## config.mk

```make
export PLATFORM = sky130hd
export DESIGN_NAME = radix_digit_converter_core
export DESIGN_NICKNAME = d
export VERILOG_FILES = /design/src/rtl/core/rdc_pkg.sv /design/src/rtl/core/radix_digit_converter_core.sv /design/src/rtl/core/rdc_ram.sv /design/src/rtl/core/rdc_divider.sv
export SDC_FILE = /design/constraint.sdc
export NUM_CORES = 1
export LEC_CHECK = 0
export BUFFER_PORTS_ARGS = -buffer_cell sky130_fd_sc_hd__clkbuf_2
export CAP_MARGIN = 10
export CORE_MARGIN = 1.5
export CORE_UTILIZATION = 46
export CTS_CLUSTER_SIZE = 8
export DETAILED_ROUTE_END_ITERATION = 7
export GPL_ROUTABILITY_DRIVEN = 0
export GPL_TIMING_DRIVEN = 0
export PLACE_DENSITY = 0.74
export SYNTH_ARGS = -nofsm -noshare
export SYNTH_HDL_FRONTEND = slang
export SYNTH_HIERARCHICAL = 1
export SYNTH_SLANG_ARGS = --single-unit
```

## constraint.sdc

```tcl
create_clock -name clock -period 4 [get_ports clock]
set_clock_uncertainty 0.05 [all_clocks]
set_input_delay 0.2 -clock clock [delete_from_list [all_inputs] [get_ports clock]]
set_output_delay 0.2 -clock clock [all_outputs]
set_load 0.02 [all_outputs]
```

## src/rtl/core/rdc_pkg.sv

```systemverilog
// Package for the radix digit converter: sizes, radix limits and sequencer states.
// It depends on nothing; the top level and the divider of the converter import it.
package rdc_pkg;

   // Width of the value to convert and the depth of the digit stack.
   localparam int VALUE_BITS  = 31;
   localparam int MAX_DIGITS  = 32;
   localparam int DIGIT_W     = 6;

   // Derived widths.
   localparam int STEP_CNT_W  = $clog2(VALUE_BITS);
   localparam int ADDR_W      = $clog2(MAX_DIGITS);
   localparam int DIGIT_CNT_W = $clog2(MAX_DIGITS + 1);

   // Radix limits and reset value.
   localparam logic [DIGIT_W-1:0] RADIX_MIN   = DIGIT_W'(2);
   localparam logic [DIGIT_W-1:0] RADIX_MAX   = DIGIT_W'(36);
   localparam logic [DIGIT_W-1:0] RADIX_RESET = DIGIT_W'(10);

   // Sequencer states of the top level.
   typedef enum logic [2:0] {
      ST_IDLE,
      ST_DIV_START,
      ST_DIV_WAIT,
      ST_READ,
      ST_EMIT
   } seq_state_type;

   // Clamp a raw radix into the legal range.
   function automatic logic [DIGIT_W-1:0] clamp_radix(input logic [DIGIT_W-1:0] raw);
      logic [DIGIT_W-1:0] r;
      r = raw;
      if (r < RADIX_MIN) begin
         r = RADIX_MIN;
      end else if (r > RADIX_MAX) begin
         r = RADIX_MAX;
      end
      return r;
   endfunction

endpackage

```

## src/rtl/core/radix_digit_converter_core.sv

```systemverilog
// Top level of the radix digit converter: sequencer, radix register and result register.
// It depends on rdc_pkg, rdc_divider and rdc_ram.
//
//  Channel   Ports                               Direction  Handshake
//  request   req_valid req_ready req_value      in         valid/ready
//  response  rsp_valid rsp_ready rsp_digit      out        valid/ready
//            rsp_last
//  config    csr_write_en csr_write_data        in         write enable, no wait
//
// Each digit takes one division in the shared serial divider.
// Each digit is then emitted by a stack read (ST_READ) and a result load (ST_EMIT);
// a stalled consumer holds the sequencer.
// The next item is taken as soon as the last digit sits in the result register.
// Reset is synchronous and restores the radix to 10; the digit stack needs no clearing.
module radix_digit_converter_core
   import rdc_pkg::*;
(
   input  logic                  clock,
   input  logic                  reset,
   input  logic                  req_valid,
   output logic                  req_ready,
   input  logic [VALUE_BITS-1:0] req_value,
   output logic                  rsp_valid,
   input  logic                  rsp_ready,
   output logic [DIGIT_W-1:0]    rsp_digit,
   output logic                  rsp_last,
   input  logic                  csr_write_en,
   input  logic [DIGIT_W-1:0]    csr_write_data
);

   seq_state_type          state_ff, state_in;
   logic [DIGIT_W-1:0]     radix_ff, radix_in;
   logic [DIGIT_W-1:0]     eff_radix_ff, eff_radix_in;
   logic [VALUE_BITS-1:0]  quot_ff, quot_in;
   logic [DIGIT_CNT_W-1:0] count_ff, count_in;
   logic [DIGIT_CNT_W-1:0] emit_ff, emit_in;
   logic                   rsp_valid_ff, rsp_valid_in;
   logic [DIGIT_W-1:0]     rsp_digit_ff, rsp_digit_in;
   logic                   rsp_last_ff, rsp_last_in;

   logic                   div_start;
   logic                   div_done;
   logic [VALUE_BITS-1:0]  div_quotient;
   logic [DIGIT_W-1:0]     div_remainder;
   logic                   stack_wr_en;
   logic [ADDR_W-1:0]      stack_wr_addr;
   logic [ADDR_W-1:0]      stack_rd_addr;
   logic [DIGIT_W-1:0]     stack_rd_data;
   logic [DIGIT_CNT_W-1:0] count_next;
   logic [DIGIT_CNT_W-1:0] emit_next;
   logic                   slot_free;

   localparam logic [DIGIT_CNT_W-1:0] MaxDigitsC = DIGIT_CNT_W'(MAX_DIGITS);

   // Shared serial divider.
   rdc_divider u_divider (
      .clock     (clock),
      .reset     (reset),
      .start     (div_start),
      .dividend  (quot_ff),
      .divisor   (eff_radix_ff),
      .done      (div_done),
      .quotient  (div_quotient),
      .remainder (div_remainder)
   );

   // Digit stack, least significant digit at address zero.
   rdc_ram #(
      .WIDTH (DIGIT_W),
      .DEPTH (MAX_DIGITS)
   ) u_stack (
      .clock   (clock),
      .wr_en   (stack_wr_en),
      .wr_addr (stack_wr_addr),
      .wr_data (div_remainder),
      .rd_addr (stack_rd_addr),
      .rd_data (stack_rd_data)
   );

   assign count_next    = count_ff + 1'b1;
   assign emit_next     = emit_ff + 1'b1;
   assign stack_wr_addr = count_ff[ADDR_W-1:0];
   assign stack_rd_addr = ADDR_W'(count_ff - emit_ff - 1'b1);
   assign slot_free     = !rsp_valid_ff || rsp_ready;

   // Sequencer: divide until the quotient is zero or the stack is full, then read the stack back downward.
   always_comb begin
      state_in     = state_ff;
      radix_in     = csr_write_en ? csr_write_data : radix_ff;
      eff_radix_in = eff_radix_ff;
      quot_in      = quot_ff;
      count_in     = count_ff;
      emit_in      = emit_ff;
      rsp_valid_in = rsp_valid_ff && !rsp_ready;
      rsp_digit_in = rsp_digit_ff;
      rsp_last_in  = rsp_last_ff;
      req_ready    = 1'b0;
      div_start    = 1'b0;
      stack_wr_en  = 1'b0;
      case (state_ff)
         ST_IDLE: begin
            req_ready = 1'b1;
            if (req_valid) begin
               quot_in      = req_value;
               eff_radix_in = clamp_radix(radix_ff);
               count_in     = '0;
               state_in     = ST_DIV_START;
            end
         end
         ST_DIV_START: begin
            div_start = 1'b1;
            state_in  = ST_DIV_WAIT;
         end
         ST_DIV_WAIT: begin
            if (div_done) begin
               stack_wr_en = 1'b1;
               quot_in     = div_quotient;
               count_in    = count_next;
               if (div_quotient != '0 && count_next < MaxDigitsC) begin
                  state_in = ST_DIV_START;
               end else begin
                  emit_in  = '0;
                  state_in = ST_READ;
               end
            end
         end
         ST_READ: begin
            state_in = ST_EMIT;
         end
         ST_EMIT: begin
            if (slot_free) begin
               rsp_valid_in = 1'b1;
               rsp_digit_in = stack_rd_data;
               rsp_last_in  = emit_next == count_ff;
               emit_in      = emit_next;
               state_in     = (emit_next == count_ff) ? ST_IDLE : ST_READ;
            end
         end
         default: begin
            state_in = ST_IDLE;
         end
      endcase
   end

   // Control registers.
   always_ff @(posedge clock) begin
      if (reset) begin
         state_ff     <= ST_IDLE;
         radix_ff     <= RADIX_RESET;
         count_ff     <= '0;
         emit_ff      <= '0;
         rsp_valid_ff <= 1'b0;
      end else begin
         state_ff     <= state_in;
         radix_ff     <= radix_in;
         count_ff     <= count_in;
         emit_ff      <= emit_in;
         rsp_valid_ff <= rsp_valid_in;
      end
   end

   // Datapath registers.
   always_ff @(posedge clock) begin
      eff_radix_ff <= eff_radix_in;
      quot_ff      <= quot_in;
      rsp_digit_ff <= rsp_digit_in;
      rsp_last_ff  <= rsp_last_in;
   end

   assign rsp_valid = rsp_valid_ff;
   assign rsp_digit = rsp_digit_ff;
   assign rsp_last  = rsp_last_ff;

   // The digit count never exceeds the stack depth.
   assert property (@(posedge clock) disable iff (reset) count_ff <= MaxDigitsC)
      else $error("digit count beyond stack depth");

   // A division result only arrives while the sequencer waits for it.
   assert property (@(posedge clock) disable iff (reset) div_done |-> state_ff == ST_DIV_WAIT)
      else $error("division finished outside the wait state");

   // While emitting, the read pointer stays inside the digits of this item.
   assert property (@(posedge clock) disable iff (reset)
      (state_ff == ST_EMIT || state_ff == ST_READ) |-> emit_ff < count_ff)
      else $error("emit index past digit count");

   // The last digit of an item returns the sequencer to idle.
   assert property (@(posedge clock) disable iff (reset)
      (state_ff == ST_EMIT && slot_free && emit_next == count_ff) |=> state_ff == ST_IDLE)
      else $error("sequencer did not return to idle after last digit");

endmodule

```

## src/rtl/core/rdc_ram.sv

```systemverilog
// Generic single-write, single-read RAM with a registered read port.
// It depends on nothing.
module rdc_ram #(
   parameter int WIDTH = 8,
   parameter int DEPTH = 32
) (
   input  logic                     clock,
   input  logic                     wr_en,
   input  logic [$clog2(DEPTH)-1:0] wr_addr,
   input  logic [WIDTH-1:0]         wr_data,
   input  logic [$clog2(DEPTH)-1:0] rd_addr,
   output logic [WIDTH-1:0]         rd_data
);

   logic [WIDTH-1:0] mem_ff [DEPTH];
   logic [WIDTH-1:0] rd_data_ff;

   // Write port and registered read port.
   always_ff @(posedge clock) begin
      if (wr_en) begin
         mem_ff[wr_addr] <= wr_data;
      end
      rd_data_ff <= mem_ff[rd_addr];
   end

   assign rd_data = rd_data_ff;

endmodule

```

## src/rtl/core/rdc_divider.sv

```systemverilog
// Restoring serial divider: one quotient bit per cycle, VALUE_BITS steps per division.
// It depends on rdc_pkg.
module rdc_divider
   import rdc_pkg::*;
(
   input  logic                  clock,
   input  logic                  reset,
   input  logic                  start,
   input  logic [VALUE_BITS-1:0] dividend,
   input  logic [DIGIT_W-1:0]    divisor,
   output logic                  done,
   output logic [VALUE_BITS-1:0] quotient,
   output logic [DIGIT_W-1:0]    remainder
);

   logic                  busy_ff, busy_in;
   logic                  done_ff, done_in;
   logic [STEP_CNT_W-1:0] cnt_ff, cnt_in;
   logic [VALUE_BITS-1:0] quot_ff, quot_in;
   logic [DIGIT_W-1:0]    rem_ff, rem_in;
   logic [DIGIT_W-1:0]    divisor_ff, divisor_in;
   logic [DIGIT_W:0]      rem_shift;
   logic                  fits;

   // One restoring step: shift in the next dividend bit and try a subtract.
   always_comb begin
      rem_shift  = {rem_ff, quot_ff[VALUE_BITS-1]};
      fits       = rem_shift >= {1'b0, divisor_ff};
      busy_in    = busy_ff;
      done_in    = 1'b0;
      cnt_in     = cnt_ff;
      quot_in    = quot_ff;
      rem_in     = rem_ff;
      divisor_in = divisor_ff;
      if (start) begin
         busy_in    = 1'b1;
         cnt_in     = STEP_CNT_W'(VALUE_BITS - 1);
         quot_in    = dividend;
         rem_in     = '0;
         divisor_in = divisor;
      end else if (busy_ff) begin
         quot_in = {quot_ff[VALUE_BITS-2:0], fits};
         rem_in  = fits ? DIGIT_W'(rem_shift - {1'b0, divisor_ff})
                        : rem_shift[DIGIT_W-1:0];
         cnt_in  = cnt_ff - 1'b1;
         if (cnt_ff == '0) begin
            busy_in = 1'b0;
            done_in = 1'b1;
         end
      end
   end

   // Control registers.
   always_ff @(posedge clock) begin
      if (reset) begin
         busy_ff <= 1'b0;
         done_ff <= 1'b0;
         cnt_ff  <= '0;
      end else begin
         busy_ff <= busy_in;
         done_ff <= done_in;
         cnt_ff  <= cnt_in;
      end
   end

   // Datapath registers.
   always_ff @(posedge clock) begin
      quot_ff    <= quot_in;
      rem_ff     <= rem_in;
      divisor_ff <= divisor_in;
   end

   assign done      = done_ff;
   assign quotient  = quot_ff;
   assign remainder = rem_ff;

   // The remainder handed out is always below the divisor.
   assert property (@(posedge clock) disable iff (reset) done_ff |-> rem_ff < divisor_ff)
      else $error("divider remainder not below divisor");

   // A completed division never overlaps a running one.
   assert property (@(posedge clock) disable iff (reset) done_ff |-> !busy_ff)
      else $error("divider done while still busy");

endmodule
```

==> Flow_metrics.wiki, run 1 <==
{| class="wikitable"
! Metric !! Value
|-
| Hold Crit Endpoint || radix_ff[3]$_SDFFE_PP1P_
|-
| Worst vdd rail ir drop || 339 uV
|-
| Number of standard-cell rows in the floorplan || 61
|-
| Cell chain of the critical path || ha_1, fa_1, xor2_1, clkbuf_1, clkbuf_1, mux4_2, mux4_2, mux2_2
|-
| Buf+Inv Stages, Crit Path || 2
|-
| Reg2reg setup slack || 0.17 ns
|-
| Tightest Hold Check Type || primary input to flop
|-
| Cell variety after synth || between 50 and 60
|-
| Clock buffers created by TritonCTS || 45
|-
| Fraction of final layout cells with drive strength greater than 1 || 28.1%
|-
| Category of cells accounting for the largest share of critical-path delay || multiplexers
|-
| Cell at the root of the clock tree || sky130_fd_sc_hd__clkbuf_16
|-
| Number of nets in the synthesized netlist || 813
|-
| DR WL met2 || around 13 mm
|-
| Portion of synthesized cell area occupied by the leading cell type || 62.6%
|-
| Reg clk slew, reported paths || 0.05 ns
|-
| Area of the mapped netlist || 0.0131 mm2
|-
| Unrepaired setup endpoints after global routing || no
|-
| Worst hold slack across all endpoints || slightly above 0.1 ns
|-
| CP arrival || 4.19 ns
|-
| Synthesized flop and latch total || 314
|-
| Minimum clock period || ~3.8 ns
|-
| Maximum net fanout on the critical path || 10
|-
| Worst slew slack as a fraction of its limit || between 20% and 30%
|-
| Cell type with the largest total area after synthesis || sky130_fd_sc_hd__edfxtp_1
|-
| Overall track demand over capacity in global routing || 18.6%
|-
| Detail Route met3 WL || 1.47 mm
|-
| Cells taking the most area after synthesis || sky130_fd_sc_hd__edfxtp_1 (63%), sky130_fd_sc_hd__mux4_2 (10%), sky130_fd_sc_hd__dfxtp_1 (6.3%)
|-
| Leakage power summed over all cells || 5.43 nW
|-
| Number of failing hold endpoints at the final stage || 0
|-
| Number of buffers added on ports || 49
|-
| Dpl hpwl || 16.5 mm
|-
| Maximum number of pins on one net before global-route repair || 37
|-
| Sum of routed wire segments on met1 || approximately 11 mm
|-
| Global-route congestion overflow total || 0
|-
| Reg-to-Reg End || u_stack/rd_data[2]$_DFF_P_
|-
| Vias per Instance || about 5.4
|-
| FFs w/ async S/R, synth || 0%
|-
| Initial DRC count || roughly 420
|-
| Count of inserted antenna diode cells || 0
|-
| Startpoint of the most critical register-to-register path || count_ff[0]$_SDFFE_PP0P_
|-
| WL final || 26.3 mm
|-
| Initial core utilization || a little under half
|-
| Count of flip-flops with a built-in enable after synthesis || around 270
|-
| CTS tree || done
|-
| Cell with the biggest individual delay on the critical path || sky130_fd_sc_hd__clkbuf_1
|-
| Die outline height || 172 um
|-
| Number of cell instances on the worst register-to-register path || 8
|-
| Post-synthesis to final-layout area growth || 19.5%
|-
| Die Width || 172 um
|-
| CP startpoint kind || flop
|-
| Routed Antenna Nets || 0
|-
| Final Max Tran Viols || 0
|-
| Post-route setup TNS || 0 ns
|-
| Worst Min Path Start || csr_write_en
|-
| Most frequent cell after synthesis || sky130_fd_sc_hd__edfxtp_1
|-
| Global-route wire length before repair || 41.3 mm
|-
| Total core area || 0.0279 mm2
|-
| WL per Instance || 20.1 um
|-
| Top routing layer in use || met4
|-
| Average instance area after synthesis || 17.3 um2
|-
| Largest stage delay on the critical path || roughly 0.56 ns
|-
| Filler cells || 2168
|-
| Total of max-cap violations || 0
|-
| CP required || 4.36 ns
|-
| I/O pin count || 51
|-
| Buffer depth of the longest clock path || 3
|-
| Number of global-route vias before repair || 7361
|-
| Status || finished clean
|-
| Critical path type || flop to flop
|-
| Power density over the cells || 590 mW/mm2
|-
| Critical Path End Type || flop
|-
| Die ar. || roughly 0.03 mm2
|-
| Period utilisation layout || 95.8%
|-
| Detailed Routing Iterations Pass 1 || 5
|-
| Antenna violations before repair || 0
|-
| Number of clock sinks || between 300 and 400
|-
| DR vias || 7094
|-
| Final net count || about 950
|-
| Slew @ Worst Pin || 1.08 ns
|-
| DRC violations left || 0
|-
| F_max || 261 MHz
|-
| Hold path cells || 3
|-
| Most frequent cells after synthesis || sky130_fd_sc_hd__edfxtp_1 (273), sky130_fd_sc_hd__mux2_2 (68), sky130_fd_sc_hd__nor2_1 (64)
|-
| Seq/Total Area, Yosys || 68.9%
|-
| Finish-stage setup viols || 0
|-
| Number of cells on the critical path || 8
|-
| Max H-tree Level || 2
|-
| Count of synthesis-stage warnings from yosys || 6
|-
| Later-pin clock latency in the skew report || between 0.5 and 0.6 ns
|-
| Synthesized netlist cell count || 755
|-
| Top FF cell, synth || sky130_fd_sc_hd__edfxtp_1
|}
final cells by class:
cell class                      count  area (um2)  area share [%]
Timing Repair Buffer               93         748            4.78
Multi-Input combinational cell    386        3820            24.4
Tap cell                          378         473            3.02
Sequential cell                   314        9020            57.6
Clock buffer                       82        1310            8.36
Buffer                             35         183            1.17
Inverter                           20        75.1           0.480
Clock inverter                      2        17.5           0.112
worst max-delay path by stage:
stage / from / end / slack [ns]
6_report: count_ff[0]$_SDFFE_PP0P_ / u_stack/rd_data[2]$_DFF_P_ / 0.17
5_1_grt: state_ff[2]$_SDFFE_PP0P_ / u_divider/quotient[26]$_DFFE_PP_ / 0.06
4_1_cts: count_ff[0]$_SDFFE_PP0P_ / u_stack/rd_data[0]$_DFF_P_ / 0.06
3_5_place_dp: count_ff[0]$_SDFFE_PP0P_ / u_stack/rd_data[0]$_DFF_P_ / 0.10
3_3_place_gp: count_ff[0]$_SDFFE_PP0P_ / u_stack/rd_data[1]$_DFF_P_ / 0.15
2_1_floorplan: count_ff[0]$_SDFFE_PP0P_ / u_stack/rd_data[0]$_DFF_P_ / 0.88
per-stage QoR:
| step | cell area (um2) | worst slack (ns) | util [%] | cells | power (W) |
|---|---|---|---|---|---|
| 2_1_floorplan | 13100 | 0.883 | - | 755 | 0.00526 |
| 3_3_place_gp | 13800 | 0.155 | 49.5 | 1182 | 0.00563 |
| 3_5_place_dp | 13800 | 0.101 | 49.5 | 1182 | 0.00568 |
| 4_1_cts | 15500 | 0.0590 | 55.6 | 1305 | 0.00922 |
| 5_1_grt | 15600 | 0.0553 | 56.0 | 1310 | 0.00961 |
| 6_report | 15600 | 0.170 | 56.0 | 1310 | 0.00923 |
power breakdown:
group | switching [W] | total (W) | internal [W] | leakage (nW)
sequential | 0.000270 | 0.00443 | 0.00416 | 2.85
combinational | 0.000702 | 0.00132 | 0.000615 | 1.95
clock | 0.00130 | 0.00348 | 0.00218 | 0.629
placed cells by master (no fill, tap or decap), types with 6 or more instances in the layout:
master,instances
sky130_fd_sc_hd__mux2_2,68
sky130_fd_sc_hd__clkbuf_16,47
sky130_fd_sc_hd__o21ai_0,8
sky130_fd_sc_hd__mux4_2,60
sky130_fd_sc_hd__a21oi_1,14
sky130_fd_sc_hd__edfxtp_1,273
sky130_fd_sc_hd__nor2_1,64
sky130_fd_sc_hd__nand2_1,16
sky130_fd_sc_hd__nand3b_1,6
sky130_fd_sc_hd__dfxtp_1,40
sky130_fd_sc_hd__dlygate4sd3_1,39
sky130_fd_sc_hd__clkbuf_2,50
sky130_fd_sc_hd__nor3b_1,7
sky130_fd_sc_hd__ha_1,14
sky130_fd_sc_hd__a211oi_1,6
sky130_fd_sc_hd__or3_1,6
sky130_fd_sc_hd__nor3_1,8
sky130_fd_sc_hd__nand2b_1,6
sky130_fd_sc_hd__clkbuf_1,53
sky130_fd_sc_hd__xnor2_1,9
sky130_fd_sc_hd__nor2b_1,7
sky130_fd_sc_hd__nand3_1,9
sky130_fd_sc_hd__inv_1,19
sky130_fd_sc_hd__xor2_1,13
sky130_fd_sc_hd__nor4_1,7
sky130_fd_sc_hd__buf_2,7
sky130_fd_sc_hd__mux2i_1,9
state kept, by name (all words and copies together), names as in the netlist:
register / flops
u_divider/remainder: 6
u_divider/cnt_ff: 5
radix_ff: 6
rsp_digit: 6
u_divider/busy_ff: 1
rsp_valid: 1
quot_ff: 31
u_divider/quotient: 31
u_stack/rd_data: 6
u_stack/mem_ff: 192
eff_radix_ff: 6
emit_ff: 6
rsp_last: 1
u_divider/done: 1
u_divider/divisor_ff: 6
state_ff: 3
count_ff: 6
cells by family (layout without fill, tap and decap cells):
group	Yosys count	after routing	share of synthesized area [%]
adder cells (fa/ha/maj)	16	16	1.64
XOR/XNOR	22	22	1.47
flip-flops	314	314	68.9
AO/OA/AOI/OAI	53	53	2.77
multiplexers	140	140	17.1
buffers and inverters	55	232	1.96
AND/OR/NAND/NOR	155	155	6.17
worst reg2reg max path: stages (launching register included):
cell,delay (ns)
sky130_fd_sc_hd__dfxtp_1,0.40
sky130_fd_sc_hd__ha_1,0.27
sky130_fd_sc_hd__fa_1,0.41
sky130_fd_sc_hd__xor2_1,0.30
sky130_fd_sc_hd__clkbuf_1,0.49
sky130_fd_sc_hd__clkbuf_1,0.56
sky130_fd_sc_hd__mux4_2,0.43
sky130_fd_sc_hd__mux4_2,0.52
sky130_fd_sc_hd__mux2_2,0.28
repair_timing:
| item | in CTS | in global routing |
|---|---|---|
| gates resized for setup | 0 | 2 |
| hold buffers | 39 | 0 |
| hold endpoints to repair | 45 | 0 |
| setup endpoints to repair | 0 | 5 |
| setup buffers | 0 | 0 |
routing by layer:
layer  vias to the layer above  track usage [%]
li1                       3272                -
met4                         0             4.95
met3                        41             3.80
met2                       207             31.6
met5                         -                0
met1                      3574             24.3
Note: power is estimated with default switching activity, not from simulation.
==> run 2: changes to the inputs <==
--- a/config.mk
+++ b/config.mk
@@ -7,13 +7,15 @@
 export LEC_CHECK = 0
 export BUFFER_PORTS_ARGS = -buffer_cell sky130_fd_sc_hd__clkbuf_2
 export CAP_MARGIN = 10
+export CELL_PAD_IN_SITES_DETAIL_PLACEMENT = 0
+export CELL_PAD_IN_SITES_GLOBAL_PLACEMENT = 1
 export CORE_MARGIN = 1.5
 export CORE_UTILIZATION = 46
 export CTS_CLUSTER_SIZE = 8
 export DETAILED_ROUTE_END_ITERATION = 7
 export GPL_ROUTABILITY_DRIVEN = 0
 export GPL_TIMING_DRIVEN = 0
-export PLACE_DENSITY = 0.74
+export PLACE_DENSITY = 0.82
 export SYNTH_ARGS = -nofsm -noshare
 export SYNTH_HDL_FRONTEND = slang
 export SYNTH_HIERARCHICAL = 1
==> run 2 against run 1 <==
  * Sequential power increased by 2%
  * Global-route usage is essentially flat
  * Die area unchanged
  * Core utilization fell by 0.22 points
  * Final area decreased by 0.38%
  * Critical path type unchanged
  * Largest cell class unchanged
  * Highest routed layer unchanged
==> Flow_metrics.wiki, run 2 (same netlist as run 1, synthesis figures left out) <==
{| class="wikitable"
! Metric !! Value
|-
| Maximum net fanout on the critical path || 10
|-
| Buffer depth of the longest clock path || 3
|-
| Detailed Routing Iterations Pass 1 || 4
|-
| Slew @ Worst Pin || between 0.8 and 0.9 ns
|-
| Leakage power summed over all cells || between 5 and 6 nW
|-
| Inst Count DP || roughly 1.2k
|-
| Tightest Hold Check Type || primary input to flop
|-
| Routed Antenna Nets || 0
|-
| Later-pin clock latency in the skew report || 0.54 ns
|-
| Period utilisation layout || 91.6%
|-
| Number of failing hold endpoints at the final stage || 0
|-
| Number of cell instances on the worst register-to-register path || 8
|-
| Post-route setup TNS || 0 ns
|-
| Worst slew slack as a fraction of its limit || 46.5%
|-
| Cell at the root of the clock tree || sky130_fd_sc_hd__clkbuf_16
|-
| Number of standard-cell rows in the floorplan || 61
|-
| Post-synthesis to final-layout area growth || 19.0%
|-
| CP required || roughly 4.4 ns
|-
| Fraction of final layout cells with drive strength greater than 1 || 28.4%
|-
| Number of flip-flops in the largest register || 192
|-
| Status || finished clean
|-
| Commonest non-fill, non-tap cell in the layout || sky130_fd_sc_hd__edfxtp_1
|-
| Worst vdd rail ir drop || 325 uV
|-
| Global-route congestion overflow total || 0
|-
| Number of buffers added on ports || 49
|-
| DRC violations left || 0
|-
| WL per Instance || 20.1 um
|-
| Cell chain of the critical path || ha_1, fa_1, xor2_1, clkbuf_1, clkbuf_2, mux4_2, mux4_2, mux2_2
|-
| Cell repeated most along the worst path || sky130_fd_sc_hd__mux4_2
|-
| Clock buffers created by TritonCTS || 45
|-
| Worst setup path endpoint || u_stack/rd_data[2]$_DFF_P_
|-
| Overall track demand over capacity in global routing || 18.5%
|-
| Total power || 0.00917 W
|-
| Buffer count from post-CTS setup fixing || 0
|-
| Final instance area || approximately 0.016 mm2
|-
| Total core area || ~0.028 mm2
|-
| Area of combinational cells with multiple inputs || 0.00383 mm2
|-
| Initial DRC count || approximately 540
|-
| Register area || ~0.0090 mm2
|-
| CP startpoint kind || flop
|-
| Die ar. || 0.0295 mm2
|-
| Maximum number of pins on one net before global-route repair || 36
|-
| Category of cells accounting for the largest share of critical-path delay || multiplexers
|-
| Max H-tree Level || 2
|-
| I/O pin count || 51
|-
| Initial core utilization || 46.9%
|-
| Number of cells on the critical path || 8
|-
| Number of global-route vias before repair || 7242
|-
| Final net count || 950
|-
| CTS tree || done
|-
| Buf+Inv Stages, Crit Path || 2
|-
| Critical path type || flop to flop
|-
| Largest stage delay on the critical path || approximately 0.5 ns
|-
| Cell with the biggest individual delay on the critical path || sky130_fd_sc_hd__mux4_2
|-
| F_max || 273 MHz
|-
| Final cell count without fillers || 1306
|-
| Total of max-cap violations || 0
|-
| Antenna violations before repair || 0
|-
| Top reg by flops || u_stack/mem_ff
|-
| CP arrival || ~4.0 ns
|-
| Dpl cell area || 0.0138 mm2
|-
| Reg-to-Reg End || u_stack/rd_data[2]$_DFF_P_
|-
| Filler cells || 2236
|-
| Number of clock sinks || 314
|-
| Unrepaired setup endpoints after global routing || no
|-
| Power density over the cells || 588 mW/mm2
|-
| Die Width || between 150 and 200 um
|-
| Finish-stage setup viols || 0
|-
| DR vias || 7090
|-
| Global-route wire length before repair || 40.6 mm
|-
| Minimum clock period || 3.66 ns
|-
| Critical Path End Type || flop
|-
| WL final || 26.2 mm
|-
| Top library cells by usage in the layout, fill and taps aside || sky130_fd_sc_hd__edfxtp_1 (273), sky130_fd_sc_hd__mux2_2 (68), sky130_fd_sc_hd__nor2_1 (64)
|-
| Reg clk slew, reported paths || 0.05 ns
|-
| Die outline height || around 170 um
|-
| Startpoint of the most critical register-to-register path || count_ff[0]$_SDFFE_PP0P_
|-
| Worst hold slack across all endpoints || 0.0649 ns
|-
| Crit path from || count_ff[0]$_SDFFE_PP0P_
|-
| Vias per Instance || roughly 5.4
|-
| Reg2reg setup slack || 0.34 ns
|-
| Count of inserted antenna diode cells || 0
|-
| Final Max Tran Viols || 0
|-
| Dpl hpwl || 16.6 mm
|}
## run 2: changes by cell type in the layout (fill, tap and decap cells not counted)
| cell | before | now |
|---|---|---|
| sky130_fd_sc_hd__buf_16 | 3 | 1 |
| sky130_fd_sc_hd__buf_8 | 2 | 1 |
| sky130_fd_sc_hd__clkbuf_1 | 53 | 51 |
| sky130_fd_sc_hd__clkbuf_2 | 50 | 51 |
| sky130_fd_sc_hd__dfxtp_1 | 40 | 37 |
| sky130_fd_sc_hd__clkinv_4 | 1 | 0 |
| sky130_fd_sc_hd__clkinvlp_4 | 0 | 1 |
| sky130_fd_sc_hd__nor3b_2 | 0 | 1 |
| sky130_fd_sc_hd__clkbuf_16 | 47 | 46 |
| sky130_fd_sc_hd__dfxtp_2 | 1 | 4 |
| sky130_fd_sc_hd__nor3b_1 | 7 | 6 |
| sky130_fd_sc_hd__clkinv_16 | 0 | 1 |
## run 2: timing repair
action	in CTS	in global routing
endpoints found under the hold margin	45	0
hold buffers	39	0
endpoints found under the setup margin	0	32
resized for setup	0	5
## run 2: metrics by stage
stage	utilization, %	setup WS, ns
after detailed placement	49.6	0.136
after floorplan	-	0.883
after global placement	49.5	0.129
final	55.8	0.337
after global routing	55.8	0.219
after CTS	55.7	0.0801
## run 2: cell type report
class                           instances  area share [%]
Multi-Input combinational cell        386            24.6
Clock buffer                           80            8.20
Buffer                                 35            1.18
Tap cell                              378            3.03
Clock inverter                          3           0.297
Timing Repair Buffer                   90            4.35
Sequential cell                       314            57.9
Inverter                               20           0.482
## run 2: worst min-delay path by stage
| stage | startpoint | to | slack, ns | cells after the start |
|---|---|---|---|---|
| after global routing | csr_write_en | radix_ff[1]$_SDFFE_PP1P_ | 0.08 | 3 |
| final | csr_write_en | radix_ff[1]$_SDFFE_PP1P_ | 0.06 | 3 |
| after floorplan | reset | u_divider/busy_ff$_SDFF_PP0_ | 0.22 | 1 |
| after global placement | u_stack/rd_data[2]$_DFF_P_ | rsp_digit[2]$_DFFE_PP_ | 0.34 | 0 |
| after detailed placement | u_stack/rd_data[0]$_DFF_P_ | rsp_digit[0]$_DFFE_PP_ | 0.34 | 0 |
| after CTS | csr_write_en | radix_ff[1]$_SDFFE_PP1P_ | 0.05 | 3 |
## run 2: worst min-delay path, delay by kind of cell
kind	cells	cell delay (ns)
buffers and inverters	1	0.19
and+or+nand+nor	1	0.06
muxes	1	0.16
## run 2: report_power, final
part	internal [W]	total (W)	leakage, nW	switching, W
registers	0.00416	0.00452	2.85	0.000357
clock network	0.00215	0.00348	0.623	0.00133
logic	0.000562	0.00117	1.93	0.000606
## run 2: per-layer routing
layer,part of all wire (%),vias to the layer above,track usage [%]
li1,-,3258,-
met1,43,3560,23.9
met2,49,222,31.5
met3,6.0,50,3.82
met4,1.9,0,5.82
met5,0,-,0
==> run 3: changes to the inputs <==
--- a/config.mk
+++ b/config.mk
@@ -15,8 +15,8 @@
 export DETAILED_ROUTE_END_ITERATION = 7
 export GPL_ROUTABILITY_DRIVEN = 0
 export GPL_TIMING_DRIVEN = 0
-export PLACE_DENSITY = 0.82
+export PLACE_DENSITY = 0.83
 export SYNTH_ARGS = -nofsm -noshare
 export SYNTH_HDL_FRONTEND = slang
-export SYNTH_HIERARCHICAL = 1
 export SYNTH_SLANG_ARGS = --single-unit
+export TNS_END_PERCENT = 5
==> run 3 against run 2 <==
  * Fmax is 15% higher
  * Sequential share of layout area is 0.24 points lower
  * Clock power hardly changed
  * Power is 3.1% lower
  * Sequential cell count stayed put
  * Largest power group unchanged
  * Wire length is 2.4% higher
  * Critical path depth is 1 higher
==> Flow_metrics.wiki, run 3 <==
{| class="wikitable"
! Metric !! Value
|-
| Status || finished clean
|-
| Mux contribution to synthesized area || roughly an eighth
|-
| Worst setup slack before clock tree synthesis || about 0.6 ns
|-
| Antenna violations before repair || 0
|-
| XOR/XNOR Fraction of Synth Area || under 10%
|-
| Seq/Total Area, Yosys || 69.1%
|-
| GR Layer Usage met2 || 32.1%
|-
| Die outline height || 171 um
|-
| WL final || 26.8 mm
|-
| Later-pin clock latency in the skew report || approximately 0.53 ns
|-
| Top library cells by usage in the layout, fill and taps aside || sky130_fd_sc_hd__edfxtp_1 (273), sky130_fd_sc_hd__nand2_1 (146), sky130_fd_sc_hd__nor2_1 (59)
|-
| Largest stage delay on the critical path || 0.52 ns
|-
| Die ar. || 0.0294 mm2
|-
| Finish-stage setup viols || 0
|-
| Buffer count from post-CTS setup fixing || 0
|-
| Number of failing hold endpoints at the final stage || 0
|-
| Initial core utilization || 46.9%
|-
| CP required || around 4.4 ns
|-
| Register area || 0.00902 mm2
|-
| F_max || approximately 310 MHz
|-
| Reg2reg setup slack || between 0.8 and 0.9 ns
|-
| Maximum net fanout on the critical path || 10
|-
| Count of flip-flops with a built-in enable after synthesis || between 200 and 300
|-
| Tightest Hold Check Type || primary input to flop
|-
| Top reg by flops || u_stack.mem_ff
|-
| Cell variety after synth || 56
|-
| Average instance area after synthesis || between 15 and 20 um2
|-
| Compound-cell area share of the yosys netlist || 3.53%
|-
| Worst vdd rail ir drop || 308 uV
|-
| Area of the mapped netlist || ~0.013 mm2
|-
| Leakage power summed over all cells || 5.51 nW
|-
| Minimum clock period || 3.18 ns
|-
| Final Max Tran Viols || 0
|-
| Power density over the cells || 568 mW/mm2
|-
| Maximum number of pins on one net before global-route repair || 37
|-
| Post-route setup TNS || 0 ns
|-
| Post-CTS sizing || 0
|-
| Post-synthesis to final-layout area growth || 19.8%
|-
| Dpl hpwl || ~17 mm
|-
| Unrepaired setup endpoints after global routing || no
|-
| Hold buffers post-CTS || 38
|-
| CP arrival || 3.53 ns
|-
| Synthesized netlist cell count || 867
|-
| Cell chain of the critical path || ha_1, inv_1, fa_1, buf_2, clkbuf_1, mux4_2, nand2_1, nand3_1, and3_1
|-
| Slew @ Worst Pin || 1.20 ns
|-
| Worst path setup slack after routing || 0.824 ns
|-
| Die Width || roughly 170 um
|-
| Count of synthesis-stage warnings from yosys || 0
|-
| DR vias || 7522
|-
| Detailed Routing Iterations Pass 1 || 5
|-
| Buffer depth of the longest clock path || 3
|-
| Final net count || 1067
|-
| CTS tree || done
|-
| GR met1 Demand/Resource || about a quarter
|-
| Fraction of final layout cells with drive strength greater than 1 || 20.5%
|-
| Met3 track demand over resource in global routing || 3.20%
|-
| Reg clk slew, reported paths || 0.05 ns
|-
| Number of standard-cell rows in the floorplan || 61
|-
| Area of combinational cells with multiple inputs || 0.00378 mm2
|-
| Most utilized layer in the global route result || met2
|-
| Number of buffers added on ports || 48
|-
| Number of global-route vias before repair || 7720
|-
| Total of max-cap violations || 0
|-
| Worst slew slack as a fraction of its limit || 19.8%
|-
| Global-route wire length before repair || 42.2 mm
|-
| DRC violations left || 0
|-
| Most frequent cells after synthesis || sky130_fd_sc_hd__edfxtp_1 (273), sky130_fd_sc_hd__nand2_1 (146), sky130_fd_sc_hd__nor2_1 (59)
|-
| Buf+Inv Stages, Crit Path || 3
|-
| Cell type with the largest total area after synthesis || sky130_fd_sc_hd__edfxtp_1
|-
| Cell with the biggest individual delay on the critical path || sky130_fd_sc_hd__fa_1
|-
| Simple-gate area share of the yosys netlist || about a tenth
|-
| Number of flip-flops in the largest register || around 190
|-
| Synthesized flop and latch total || about 310
|-
| Cells taking the most area after synthesis || sky130_fd_sc_hd__edfxtp_1 (63%), sky130_fd_sc_hd__mux4_2 (8.3%), sky130_fd_sc_hd__dfxtp_1 (6.3%)
|-
| Category of cells accounting for the largest share of critical-path delay || buffers and inverters
|-
| FFs w/ async S/R, synth || 0%
|-
| Overall track demand over capacity in global routing || 18.9%
|-
| Vias per Instance || approximately 5.3
|-
| Arithmetic-cell share of the synthesized area counting full adders, half adders and majority gates || slightly above 2%
|-
| I/O pin count || 51
|-
| CP startpoint kind || flop
|-
| Initial DRC count || ~520
|-
| Cell at the root of the clock tree || sky130_fd_sc_hd__clkbuf_16
|-
| Commonest non-fill, non-tap cell in the layout || sky130_fd_sc_hd__edfxtp_1
|-
| Number of nets in the synthesized netlist || just over 900
|-
| Routed Antenna Nets || 0
|-
| Global-route congestion overflow total || 0
|-
| Clock buffers created by TritonCTS || 45
|-
| Critical Path End Type || flop
|-
| Total core area || 0.0279 mm2
|-
| Period utilisation layout || 79.4%
|-
| Top FF cell, synth || sky130_fd_sc_hd__edfxtp_1
|-
| Most frequent cell after synthesis || sky130_fd_sc_hd__edfxtp_1
|-
| Dominant combinational cell family by area after synthesis || multiplexers
|-
| Count of inserted antenna diode cells || 0
|-
| Number of clock sinks || between 300 and 400
|-
| Portion of synthesized cell area occupied by the leading cell type || 62.8%
|-
| Critical path type || flop to flop
|-
| Filler cells || 2212
|-
| WL per Instance || between 15 and 20 um
|-
| Max H-tree Level || 2
|}
[run 3: worst register-to-register path, stage by stage (launching register included)]
cell	delay, ns
sky130_fd_sc_hd__dfxtp_1	0.49
sky130_fd_sc_hd__ha_1	0.23
sky130_fd_sc_hd__inv_1	0.05
sky130_fd_sc_hd__fa_1	0.53
sky130_fd_sc_hd__buf_2	0.32
sky130_fd_sc_hd__clkbuf_1	0.52
sky130_fd_sc_hd__mux4_2	0.42
sky130_fd_sc_hd__nand2_1	0.09
sky130_fd_sc_hd__nand3_1	0.13
sky130_fd_sc_hd__and3_1	0.24
[run 3: path summary, 6_finish.rpt]
path	start	endpoint	cells past startpoint
setup / recovery	count_ff[0]$_SDFFE_PP0P_	u_stack.rd_data[4]$_DFF_P_	9
hold / removal	req_valid	state_ff[0]$_SDFFE_PP0P_	5
setup reg to reg	count_ff[0]$_SDFFE_PP0P_	u_stack.rd_data[4]$_DFF_P_	9
hold reg to reg	u_stack.rd_data[4]$_DFF_P_	rsp_digit[4]$_DFFE_PP_	0
[run 3: cells by family after synthesis]
family                     after synthesis
DFF                                    314
and+or+nand+nor                        288
muxes                                   93
AOI/OAI and AO/OA                       70
buffers and inverters                   60
xor gates and xnor gates                22
adders and majority gates               20
[run 3: layout make-up]
| type | count | share of cell area [%] |
|---|---|---|
| buffer | 35 | 1.09 |
| tap | 378 | 3.02 |
| timing repair buffer | 92 | 5.02 |
| clock buffer | 82 | 8.36 |
| inverter | 25 | 0.600 |
| multi-input combinational | 493 | 24.1 |
| clock inverter | 2 | 0.112 |
| sequential | 314 | 57.7 |
[run 3: routing by layer]
metal,part of all wire [%],vias up
li1,-,3550
met1,43,3715
met2,50,214
met3,5.3,43
met4,1.7,0
met5,0,-
[run 3: power breakdown]
group | switching (W) | total, W | leakage, nW | internal (W)
clock | 0.00132 | 0.00351 | 0.629 | 0.00218
sequential | 0.000286 | 0.00437 | 2.86 | 0.00409
combinational | 0.000572 | 0.00100 | 2.02 | 0.000431
[run 3: through the flow]
step / std cells / instance area, um2 / hold WS [ns] / util [%] / power, W
final: 1421 / 15600 / 0.113 / 56.2 / 0.00888
after global routing: 1421 / 15600 / 0.147 / 56.2 / 0.00922
after CTS: 1417 / 15500 / 0.0928 / 55.8 / 0.00887
after detailed placement: 1295 / 13800 / 0.341 / 49.6 / 0.00532
after global placement: 1293 / 13800 / 0.338 / 49.4 / 0.00525
after floorplan: 867 / 13100 / 0.272 / - / 0.00492
